<file path="config.mk">
export PLATFORM = sky130hd
export DESIGN_NAME = fir_filter_int16
export DESIGN_NICKNAME = d
export VERILOG_FILES = /design/src/sv/fir16_pkg.sv /design/src/sv/fir16_mac.sv /design/src/sv/fir_filter_int16.sv
export SDC_FILE = /design/constraint.sdc
export NUM_CORES = 2
export LEC_CHECK = 0
export ABC_CLOCK_PERIOD_IN_PS = 8700
export BUFFER_PORTS_ARGS = -buffer_cell sky130_fd_sc_hd__buf_2
export CAP_MARGIN = 20
export CORE_ASPECT_RATIO = 2
export CORE_MARGIN = 2
export CORE_UTILIZATION = 55
export CTS_CLUSTER_DIAMETER = 40
export DETAILED_ROUTE_END_ITERATION = 10
export PLACE_DENSITY = 0.77
export SYNTH_ARGS = -nofsm -noshare
export SYNTH_HDL_FRONTEND = slang
export SYNTH_HIERARCHICAL = 1
export SYNTH_SLANG_ARGS = --single-unit
</file>
<file path="constraint.sdc">
create_clock -name clk -period 8.7 [get_ports clk]
set_input_delay 1.305 -clock clk [delete_from_list [all_inputs] [get_ports clk]]
set_output_delay 1.305 -clock clk [all_outputs]
set_load 0.02 [all_outputs]
</file>
<file path="src/sv/fir16_pkg.sv">
// Shared types, widths and constants for the 16-bit direct-form FIR filter.
package fir16_pkg;

  localparam int SAMPLE_W    = 16;
  localparam int COEF_W      = 16;
  localparam int PROD_W      = SAMPLE_W + COEF_W;
  localparam int FRAC_W      = 15;
  localparam int TAP_CNT_W   = 7;
  localparam int COEF_IDX_W  = 6;
  localparam int MAX_TAPS_DEF = 64;

  localparam logic [TAP_CNT_W-1:0] TAP_CNT_RST = 7'd63;

  // Half an output LSB at the Q2.30 product scale.
  localparam int ROUND_HALF = 1 << (FRAC_W - 1);
  // Added to negative sums so that the arithmetic shift truncates toward zero.
  localparam int TRUNC_BIAS = (1 << FRAC_W) - 1;
  // Saturation limits at the product scale.
  localparam longint SAT_HI_VAL = 64'sd1073709056;
  localparam longint SAT_LO_VAL = -64'sd1073741824;

  localparam logic signed [SAMPLE_W-1:0] SAMPLE_MAX = 16'sh7fff;
  localparam logic signed [SAMPLE_W-1:0] SAMPLE_MIN = 16'sh8000;

  localparam logic MODE_SAMPLE = 1'b0;
  localparam logic MODE_COEF   = 1'b1;

  typedef enum logic [1:0] {
    ST_IDLE,
    ST_RUN,
    ST_DRAIN
  } fsm_state_t;

  typedef struct packed {
    logic clr;
    logic vld;
    logic hok;
  } mac_ctl_t;

  function automatic int acc_width(input int max_taps);
    return PROD_W + $clog2(max_taps) + 1;
  endfunction

endpackage

</file>
<file path="src/sv/fir16_mac.sv">
// Shared multiply-accumulate unit: one registered product, one accumulator.
module fir16_mac #(
  parameter int MAX_TAPS = fir16_pkg::MAX_TAPS_DEF
) (
  input  logic                                            clk,
  input  logic                                            rst,
  input  fir16_pkg::mac_ctl_t                             ctl,
  input  logic signed [fir16_pkg::COEF_W-1:0]             coef,
  input  logic signed [fir16_pkg::SAMPLE_W-1:0]           sample,
  output logic                                            busy,
  output logic signed [fir16_pkg::acc_width(MAX_TAPS)-1:0] acc
);
  import fir16_pkg::*;

  localparam int AccW = acc_width(MAX_TAPS);

  logic signed [SAMPLE_W-1:0] smp_m;
  logic signed [PROD_W-1:0]   prod;
  logic                       p_vld;

  // History entries not yet written since reset count as zero.
  assign smp_m = ctl.hok ? sample : '0;
  assign busy  = p_vld;

  always_ff @(posedge clk) begin
    if (rst) begin
      p_vld <= 1'b0;
    end else begin
      p_vld <= ctl.vld;
    end
  end

  always_ff @(posedge clk) begin
    prod <= PROD_W'(coef) * PROD_W'(smp_m);
    if (ctl.clr) begin
      acc <= AccW'(ROUND_HALF);
    end else if (p_vld) begin
      acc <= acc + AccW'(prod);
    end
  end

endmodule

</file>
<file path="src/sv/fir_filter_int16.sv">
// Top level of the 16-bit direct-form FIR filter with a shared MAC.
//
// Input requests carry mode, sample_in, coef_index and coef_value and are
// taken when in_valid is high and in_stall is low. A coefficient request
// (mode 1) writes one Q1.15 tap and gives no result; an
// index at or beyond MAX_TAPS is dropped. A sample request (mode 0) gives
// exactly one output request carrying sample_out and clipped.
// A sample passes through one MAC step per tap, reading one coefficient and
// one history word per cycle, then drains the read and product registers,
// loads the output register and goes back to idle to take the next request.
// in_stall stays high while a sample is in the MAC loop.
// The output register holds the result until out_stall drops; the next
// request may be taken meanwhile, but a finished sum waits in the loop until
// the output register is free.
// tap_count is written through cfg_wr_en / cfg_wr_data; the user must write it only while idle, as the
// block itself does not enforce this. Zero acts as one tap and values above MAX_TAPS act as MAX_TAPS.
// rst sets tap_count to 63 and empties the sample history; coefficients are
// undefined until written.
module fir_filter_int16 #(
  parameter int MAX_TAPS = fir16_pkg::MAX_TAPS_DEF
) (
  input  logic                                  clk,
  input  logic                                  rst,
  input  logic                                  cfg_wr_en,
  input  logic [fir16_pkg::TAP_CNT_W-1:0]       cfg_wr_data,
  input  logic                                  in_valid,
  output logic                                  in_stall,
  input  logic                                  mode,
  input  logic signed [fir16_pkg::SAMPLE_W-1:0] sample_in,
  input  logic [fir16_pkg::COEF_IDX_W-1:0]      coef_index,
  input  logic signed [fir16_pkg::COEF_W-1:0]   coef_value,
  output logic                                  out_valid,
  input  logic                                  out_stall,
  output logic signed [fir16_pkg::SAMPLE_W-1:0] sample_out,
  output logic                                  clipped
);
  import fir16_pkg::*;

  localparam int AW    = $clog2(MAX_TAPS);
  localparam int CW    = $clog2(MAX_TAPS + 1);
  localparam int ACC_W = acc_width(MAX_TAPS);
  localparam logic [AW-1:0] LastAddr = AW'(MAX_TAPS - 1);
  localparam logic signed [ACC_W-1:0] SatHi = ACC_W'(SAT_HI_VAL);
  localparam logic signed [ACC_W-1:0] SatLo = ACC_W'(SAT_LO_VAL);

  fsm_state_t state, state_next;

  logic [TAP_CNT_W-1:0] tap_count;
  logic [CW-1:0]        taps_eff;
  logic [CW-1:0]        taps;
  logic [CW-1:0]        k;
  logic [AW-1:0]        wp;
  logic [AW-1:0]        rp;
  logic [AW-1:0]        fill;
  logic                 rd_vld;
  logic                 rd_hok;
  logic                 rd_en;
  logic                 load_out;

  logic signed [SAMPLE_W-1:0] hist_mem [MAX_TAPS];
  logic signed [COEF_W-1:0]   coef_mem [MAX_TAPS];
  logic signed [SAMPLE_W-1:0] hist_q;
  logic signed [COEF_W-1:0]   coef_q;

  logic                    in_acc;
  logic                    smp_acc;
  logic                    coef_acc;
  logic                    last_issue;
  logic                    pipe_empty;
  logic                    out_free;
  logic                    mac_busy;
  mac_ctl_t                mac_ctl;
  logic signed [ACC_W-1:0] acc;
  logic signed [ACC_W-1:0] trunc;
  logic signed [SAMPLE_W-1:0] y_sat;
  logic                    y_clip;

  assign in_acc     = in_valid && !in_stall;
  assign smp_acc    = in_acc && (mode == MODE_SAMPLE);
  assign coef_acc   = in_acc && (mode == MODE_COEF) && (int'(coef_index) < MAX_TAPS);
  assign last_issue = (k == taps - CW'(1));
  assign pipe_empty = !rd_vld && !mac_busy;
  assign out_free   = !out_valid || !out_stall;

  always_comb begin
    if (tap_count == '0) begin
      taps_eff = CW'(1);
    end else if (int'(tap_count) > MAX_TAPS) begin
      taps_eff = CW'(MAX_TAPS);
    end else begin
      taps_eff = CW'(tap_count);
    end
  end

  // Next state.
  always_comb begin
    state_next = state;
    unique case (state)
      ST_IDLE: begin
        if (smp_acc) begin
          state_next = ST_RUN;
        end
      end
      ST_RUN: begin
        if (last_issue) begin
          state_next = ST_DRAIN;
        end
      end
      ST_DRAIN: begin
        if (pipe_empty && out_free) begin
          state_next = ST_IDLE;
        end
      end
      default: state_next = ST_IDLE;
    endcase
  end

  // Sequencer outputs.
  always_comb begin
    in_stall = 1'b1;
    rd_en    = 1'b0;
    load_out = 1'b0;
    unique case (state)
      ST_IDLE:  in_stall = 1'b0;
      ST_RUN:   rd_en    = 1'b1;
      ST_DRAIN: load_out = pipe_empty && out_free;
      default:  in_stall = 1'b1;
    endcase
  end

  always_ff @(posedge clk) begin
    if (rst) begin
      state     <= ST_IDLE;
      tap_count <= TAP_CNT_RST;
    end else begin
      state <= state_next;
      if (cfg_wr_en) begin
        tap_count <= cfg_wr_data;
      end
    end
  end

  // The history is a ring: the write pointer moves instead of the samples,
  // and the read pointer walks backward from the newest sample.
  always_ff @(posedge clk) begin
    if (rst) begin
      wp     <= '0;
      rp     <= '0;
      k      <= '0;
      taps   <= '0;
      fill   <= '0;
      rd_vld <= 1'b0;
      rd_hok <= 1'b0;
    end else begin
      rd_vld <= rd_en;
      rd_hok <= (k <= CW'(fill));
      if (smp_acc) begin
        wp   <= (wp == LastAddr) ? '0 : wp + AW'(1);
        rp   <= wp;
        k    <= '0;
        taps <= taps_eff;
      end
      if (rd_en) begin
        k  <= k + CW'(1);
        rp <= (rp == '0) ? LastAddr : rp - AW'(1);
      end
      if (load_out && (fill != LastAddr)) begin
        fill <= fill + AW'(1);
      end
    end
  end

  always_ff @(posedge clk) begin
    if (smp_acc) begin
      hist_mem[wp] <= sample_in;
    end
    if (coef_acc) begin
      coef_mem[AW'(coef_index)] <= coef_value;
    end
    if (rd_en) begin
      hist_q <= hist_mem[rp];
      coef_q <= coef_mem[k[AW-1:0]];
    end
  end

  assign mac_ctl.clr = smp_acc;
  assign mac_ctl.vld = rd_vld;
  assign mac_ctl.hok = rd_hok;

  fir16_mac #(
    .MAX_TAPS(MAX_TAPS)
  ) u_mac (
    .clk   (clk),
    .rst   (rst),
    .ctl   (mac_ctl),
    .coef  (coef_q),
    .sample(hist_q),
    .busy  (mac_busy),
    .acc   (acc)
  );

  // Saturate first, then shift down with truncation toward zero.
  always_comb begin
    trunc  = acc + (acc[ACC_W-1] ? ACC_W'(TRUNC_BIAS) : '0);
    y_clip = 1'b0;
    if (acc > SatHi) begin
      y_sat  = SAMPLE_MAX;
      y_clip = 1'b1;
    end else if (acc < SatLo) begin
      y_sat  = SAMPLE_MIN;
      y_clip = 1'b1;
    end else begin
      y_sat = trunc[FRAC_W+SAMPLE_W-1:FRAC_W];
    end
  end

  always_ff @(posedge clk) begin
    if (rst) begin
      out_valid <= 1'b0;
    end else if (load_out) begin
      out_valid <= 1'b1;
    end else if (out_valid && !out_stall) begin
      out_valid <= 1'b0;
    end
  end

  always_ff @(posedge clk) begin
    if (load_out) begin
      sample_out <= y_sat;
      clipped    <= y_clip;
    end
  end

  a_rd_from_run: assert property (@(posedge clk) disable iff (rst)
    rd_vld |-> $past(state) == ST_RUN)
    else $error("history read issued outside the MAC loop");

  a_out_from_drain: assert property (@(posedge clk) disable iff (rst)
    $rose(out_valid) |-> $past(state) == ST_DRAIN)
    else $error("result appeared without a finished sum");

  a_tap_bound: assert property (@(posedge clk) disable iff (rst)
    state == ST_RUN |-> (k < taps) && (taps != '0))
    else $error("tap counter ran past the tap count");

  a_clr_idle: assert property (@(posedge clk) disable iff (rst)
    mac_ctl.clr |-> !mac_busy && !rd_vld)
    else $error("accumulator cleared while products were in flight");

endmodule
</file>
* Word-level counts from Yosys, hierarchy flattened
Memories as Yosys holds them, arrays and structs flattened. A register that Yosys moved wholly into a read port is not among the register bits.
Cells that the tools add are included.
Widths: inputs -> output; s select.
** Cells by class
- Reduce and logical (&&, ||, !) cells :: 18
- Muxes and demuxes :: 25
- Order comparisons :: 4
- Equal/unequal tests :: 8
- Multiply operators :: 1
- Bitwise gates (word level) :: 1
- $add $sub $neg :: 7
** Operators with widths (count)
- $add 39x32->39 :: 1
- $gt 39x31->1 const B :: 1
- $lt 39x31->1 const B :: 1
- $mul 16x16->32 :: 1
- $mux 16 :: 2
- $add 31x15->31 :: 1
- $mux 7 :: 4
- $mux 6 :: 4
- $mux 15 :: 1
- $add 6x1->6 const B :: 2
- $mux 1 :: 10
- $add 7x1->7 const B :: 1
- $eq 7x7->1 :: 1
- $gt 7x7->1 const B :: 1
- $le 7x6->1 :: 1
- $logic_and 1x1->1 :: 7
- $logic_not 7->1 :: 1
- $sub 7x1->7 const B :: 1
- $eq 6x6->1 const B :: 1
- $logic_not 6->1 :: 1
- $mux 2 :: 3
- $ne 2x2->1 const B :: 3
- $ne 6x6->1 const B :: 1
- $pmux 2 s3 :: 1
- other kinds (9) :: 13
** Storage, ports and cells
- Memories kept :: 2
- Word-level logic and storage cells :: 81
- RAM bits :: 2048
- Register bits after elaboration :: 133
- Output and inout port bits :: 19
- Input port bits :: 51
** Memory list
- coef_mem :: words 64, bits a word 16, read ports 1, clocked after memory_dff 1, write ports 1, line fir_filter_int16.sv:61 : logic signed [COEF_W-1:0] coef_mem [MAX_TAPS];
- hist_mem :: words 64, bits a word 16, read ports 1, clocked after memory_dff 1, write ports 1, line fir_filter_int16.sv:60 : logic signed [SAMPLE_W-1:0] hist_mem [MAX_TAPS];

* Depth between registers and ports, before layout
- Depth after elaboration :: 5
- Mapped depth :: 25
- Mapped depth without buffers :: 23

* Hierarchy
Netlist, hierarchy kept.
** By module, submodules not included
- fir_filter_int16 :: seq. area each 63851.2 um^2, cells an instance 3679, area each 82900.8 um^2, instances 1
- fir16_mac :: seq. area each 1441.4 um^2, cells an instance 1606, area each 14143.6 um^2, instances 1

* Worst setup path before layout
OpenSTA, ideal clock, no wires.
- Path type :: register to register
- Start point :: register rd_hok
- End point :: register u_mac.prod[31]
- Stages on the path, launching flop included :: 24
- Arrival time :: 6153 ps
- Buffers on the path :: 2
- Required time :: 8628 ps
- Library setup time :: 72 ps
- Period minus slack after synthesis :: 6226 ps
- Slack :: 2474 ps
- Cell sequence :: dfxtp_1 > clkbuf_1 > and2_1 > clkbuf_1 > nand2_1 > fa_1 > fa_1 > fa_1 > fa_1 > inv_1 > fa_1 > inv_1 > fa_1 > inv_1 > ha_1 > a21o_1 > a211o_1 > a21oi_1 > a2bb2oi_1 > o21bai_1 > o21ai_0 > o2111ai_1 > a21oi_1 > xnor2_1
** On the way
- Longest elaborated chain between the ends :: 2
** RTL lines
- start: declaration :: line fir_filter_int16.sv:56 : logic rd_hok;
- start signal: assignment :: line fir_filter_int16.sv:156 : rd_hok <= (k <= CW'(fill));
- $mux 16 :: line fir16_mac.sv:22 : assign smp_m = ctl.hok ? sample : '0;
- $mul 16x16->32 :: line fir16_mac.sv:34 : prod <= PROD_W'(coef) * PROD_W'(smp_m);
- end signal: assignment :: line fir16_mac.sv:34
- end: declaration :: line fir16_mac.sv:18 : logic signed [PROD_W-1:0] prod;
Every way passes these cells.
A chain may end at the register's enable or synchronous reset.

* Worst setup path after layout
Same ends and word-level chain as after synthesis.

==> results_dict.tcl <==
set metrics [dict create \
    outcome "complete, no violations" \
    fmax_mhz 137 \
    rsz0062_at_grt "no" \
    synth_edf_count 2097 \
    post-place-ws_ns 1.53 \
    placed_cell_area_sq_mm 0.101 \
    hp-class "reg2reg" \
    maxCapViolations 0 \
    dieArea_sq_mm 0.180 \
    arrival_ns 7.91 \
    endpoint_kind "flop" \
    htree_levels 4 \
    hold_viol 0 \
    report.final.slew_viol_count 0 \
    relSlewSlack_pct 21.1 \
    ys_seq_area_share_pct 67.3 \
    start_util_pct 55.2 \
    grt-ovfl-total 0 \
    hold_buffers 0 \
    grt_max_degree 136 \
    path_class "reg2reg" \
    ir_drop_v 0.000308 \
    die_h_microns 598 \
    hpwl_mm 146 \
    finalCritPeriodShare_pct 83.9 \
    grt.total_usage_pct 26.0 \
    fin_ws_ns 1.40 \
    synth_area_sq_mm 0.0970 \
    nets 5944 \
    cp-start-kind "flop" \
    synth-main-ff-cell "edfxtp_1" \
    areaGrowthSynthToFinish_pct 10.6 \
    cp.required_ns 9.32 \
    postCtsSetupRepairBufs 0 \
    path_buf_inv 5 \
    cts_tree "built" \
    synth.avg_cell_area_sq_um 18.4 \
    hold_end "u_mac/busy" \
    worst_slew_pin_slew_ns 1.18 \
    synthDistinctLibCells 85 \
    std_cell_rows 218 \
    min_path_cells 1 \
    cts.clk_slew.worst_paths_ns 0.07 \
    cp_common_cell "fa_1" \
    die_w_microns 301 \
    ys_warn_count 6 \
    drt_wl_total_mm 232 \
    crit_family "adder cells" \
    via_count 49800 \
    antenna_found_initial 5 \
    cts_num_sinks 2213 \
    gp_congestion 0.888 \
    drt_pass1_iterations 7 \
    syn-num-nets 5745 \
    r2r_cells 22 \
    grt_pass1_wl_mm 339 \
    fin_area_sq_mm 0.107 \
    powerDensity_mw_per_mm2 245 \
    worstSkewPairLatency_ns 0.86 \
    setup_viol 0 \
    p_leak_nw 36.0 \
    synth_cells 5285 \
    first_global_vias 52300 \
    drive_gt1_share_pct 21.8 \
    slowest_delay_ns 0.81 \
    drt_iter0_drc 5129 \
    cts_made_buffers 188 \
    r2r_end "u_mac/prod[31]" \
    ys_ff_latch 2213 \
    drc_errors 0 \
    finClkSkew_ns 0.0922 \
    async_flop_share_pct 0 \
    root_buffer "clkbuf_16" \
    cts-resized-gates 0 \
    cp_cell_sequence "buf_4 -> and3_1 -> fa_1 -> inv_1 -> fa_1 -> fa_1 -> fa_1 -> inv_1 -> fa_1 -> inv_1 -> fa_1 -> inv_1 -> ha_1 -> a21o_1 -> a211o_1 -> a21oi_1 -> a2bb2oi_1 -> o21bai_1 -> o21ai_0 -> o2111ai_1 -> a21oi_1 -> xnor2_1" \
    portBuffers 69 \
    finalCriticalPeriod_ns 7.30 \
    ant_nets 0 \
    rrSetupSlack_ns 1.40 \
    r2r_start "rd_hok" \
    clockBufferDepth 4 \
    hp-start "rd_vld" \
    core_area_sq_mm 0.176 \
    ios 70 \
    viasPerCell 6.27 \
    cp_slowest_cell "dfxtp_4" \
    final.setup.tns_ns 0 \
    routed_wire_length_per_instance_microns 29.2 \
    worstPathMaxFanout 89 \
]
kinds of logic (layout without fill, tap and decap cells):
kind of cell	count (synthesis)	after routing	share of synthesized area [%]
DFF	2213	2213	67.3
and+or+nand+nor	852	852	4.24
muxes	663	663	14.8
buffers and inverters	632	981	2.59
AOI/OAI and AO/OA	433	433	3.03
adders and majority gates	410	410	7.32
xor gates and xnor gates	82	82	0.740
other	0	4	0
power by group:
group / total [mW] / internal (mW) / switching, mW
sequential: 12.1 / 11.9 / 0.205
combinational: 5.74 / 2.42 / 3.31
clock: 8.50 / 4.73 / 3.77
total: 26.3 / 19.0 / 7.29
area by class of cell:
class	count	area (sq um)
Inverter	374	1400
Antenna cell	4	10.0
Clock inverter	122	1260
Timing Repair Buffer	267	2260
Tap cell	2310	2890
Sequential cell	2213	65300
Clock buffer	218	4900
Multi-Input combinational cell	2440	29300
Fill cell	12000	68600
cells in the final DEF, fill, tap and decap left out, types with 25 or more instances in the layout:
master and count:
edfxtp_1 2097, and3_1 136, buf_4 164, a22oi_1 41, mux4_2 617, clkinv_1 33
buf_2 69, a21oi_1 114, nand3_1 64, a21o_1 41, inv_1 371, xnor2_1 62
nor3_1 29, clkbuf_1 25, clkbuf_16 191, nor2b_1 26, clkinv_2 36, nor2_1 243
o21ai_0 44, fa_1 263, ha_1 146, dfxtp_1 107, buf_12 28, mux2i_1 43
nand2_1 223
per-stage QoR:
step	util (%)	std cells	hold slack (ns)	power [mW]
final	61.0	7948	0.480	26.3
after global routing	61.0	7945	0.513	27.4
after CTS	60.7	7917	0.482	26.4
after detailed placement	57.2	7577	0.473	18.0
after global placement	57.1	7573	0.464	17.9
after floorplan	-	5285	0.439	16.5
routing by layer:
metal | track usage, % | vias up | part of all wire (%)
li1 | - | 21100 | -
met2 | 48.4 | 2198 | 55
met1 | 28.2 | 25900 | 32
met5 | 0 | - | 0.0052
met3 | 2.90 | 593 | 5.8
met4 | 15.4 | 2 | 7.0
registers in the layout, indices dropped and copies added (netlist names), 2 cells and up:
register,cells
coef_mem,1024
hist_mem,1024
u_mac/acc,39
u_mac/prod,32
coef_q,16
hist_q,16
sample_out,16
k,7
tap_count,7
taps,7
fill,6
rp,6
wp,6
state,2
synth_stat cells (6+ instances only):
master	number	area, sq um
a211o_1	11	96.3
a211oi_1	22	165
a21boi_0	6	45.0
a21o_1	41	308
a21oi_1	114	571
a22oi_1	41	308
a31o_2	6	52.6
a31oi_1	17	106
and2_1	15	93.8
and3_1	136	851
buf_1	39	146
buf_2	58	290
buf_4	15	113
clkbuf_1	144	541
dfxtp_1	116	2320
edfxtp_1	2097	63000
fa_1	263	5270
ha_1	146	1830
inv_1	373	1400
mux2i_1	43	430
mux4_2	617	13900
nand2_1	223	837
nand2b_1	13	81.3
nand3_1	64	320
nand3b_1	14	105
nand4_1	13	81.3
nor2_1	251	942
nor2b_1	26	163
nor3_1	29	145
nor4_1	8	50.1
o2111ai_1	9	78.8
o211ai_1	12	90.1
o21a_1	12	90.1
o21ai_0	44	220
o21ai_1	9	45.0
o21bai_1	9	67.6
o221ai_1	17	149
o22ai_1	20	125
or2_2	14	87.6
or3_1	13	81.3
or4_1	11	82.6
xnor2_1	62	543
xor2_1	20	175
how the worst max path moves through the flow:
stage                       from        endpoint  cells after the start
after CTS                 rd_hok  u_mac/prod[31]                     22
final                     rd_hok  u_mac/prod[31]                     22
after global routing      rd_hok  u_mac/prod[31]                     22
after detailed placement  rd_hok  u_mac/prod[31]                     22
after global placement    rd_hok  u_mac/prod[31]                     22
after floorplan           rd_hok  u_mac/prod[31]                     23
worst register-to-register path: stages, from the launching register on:
cell,delay [ns]
dfxtp_4,0.81
buf_4,0.51
and3_1,0.27
fa_1,0.44
inv_1,0.09
fa_1,0.42
fa_1,0.49
fa_1,0.50
inv_1,0.07
fa_1,0.53
inv_1,0.05
fa_1,0.53
inv_1,0.04
ha_1,0.35
a21o_1,0.20
a211o_1,0.31
a21oi_1,0.20
a2bb2oi_1,0.26
o21bai_1,0.15
o21ai_0,0.42
o2111ai_1,0.18
a21oi_1,0.20
xnor2_1,0.08
(Power assumes the default switching activity.)
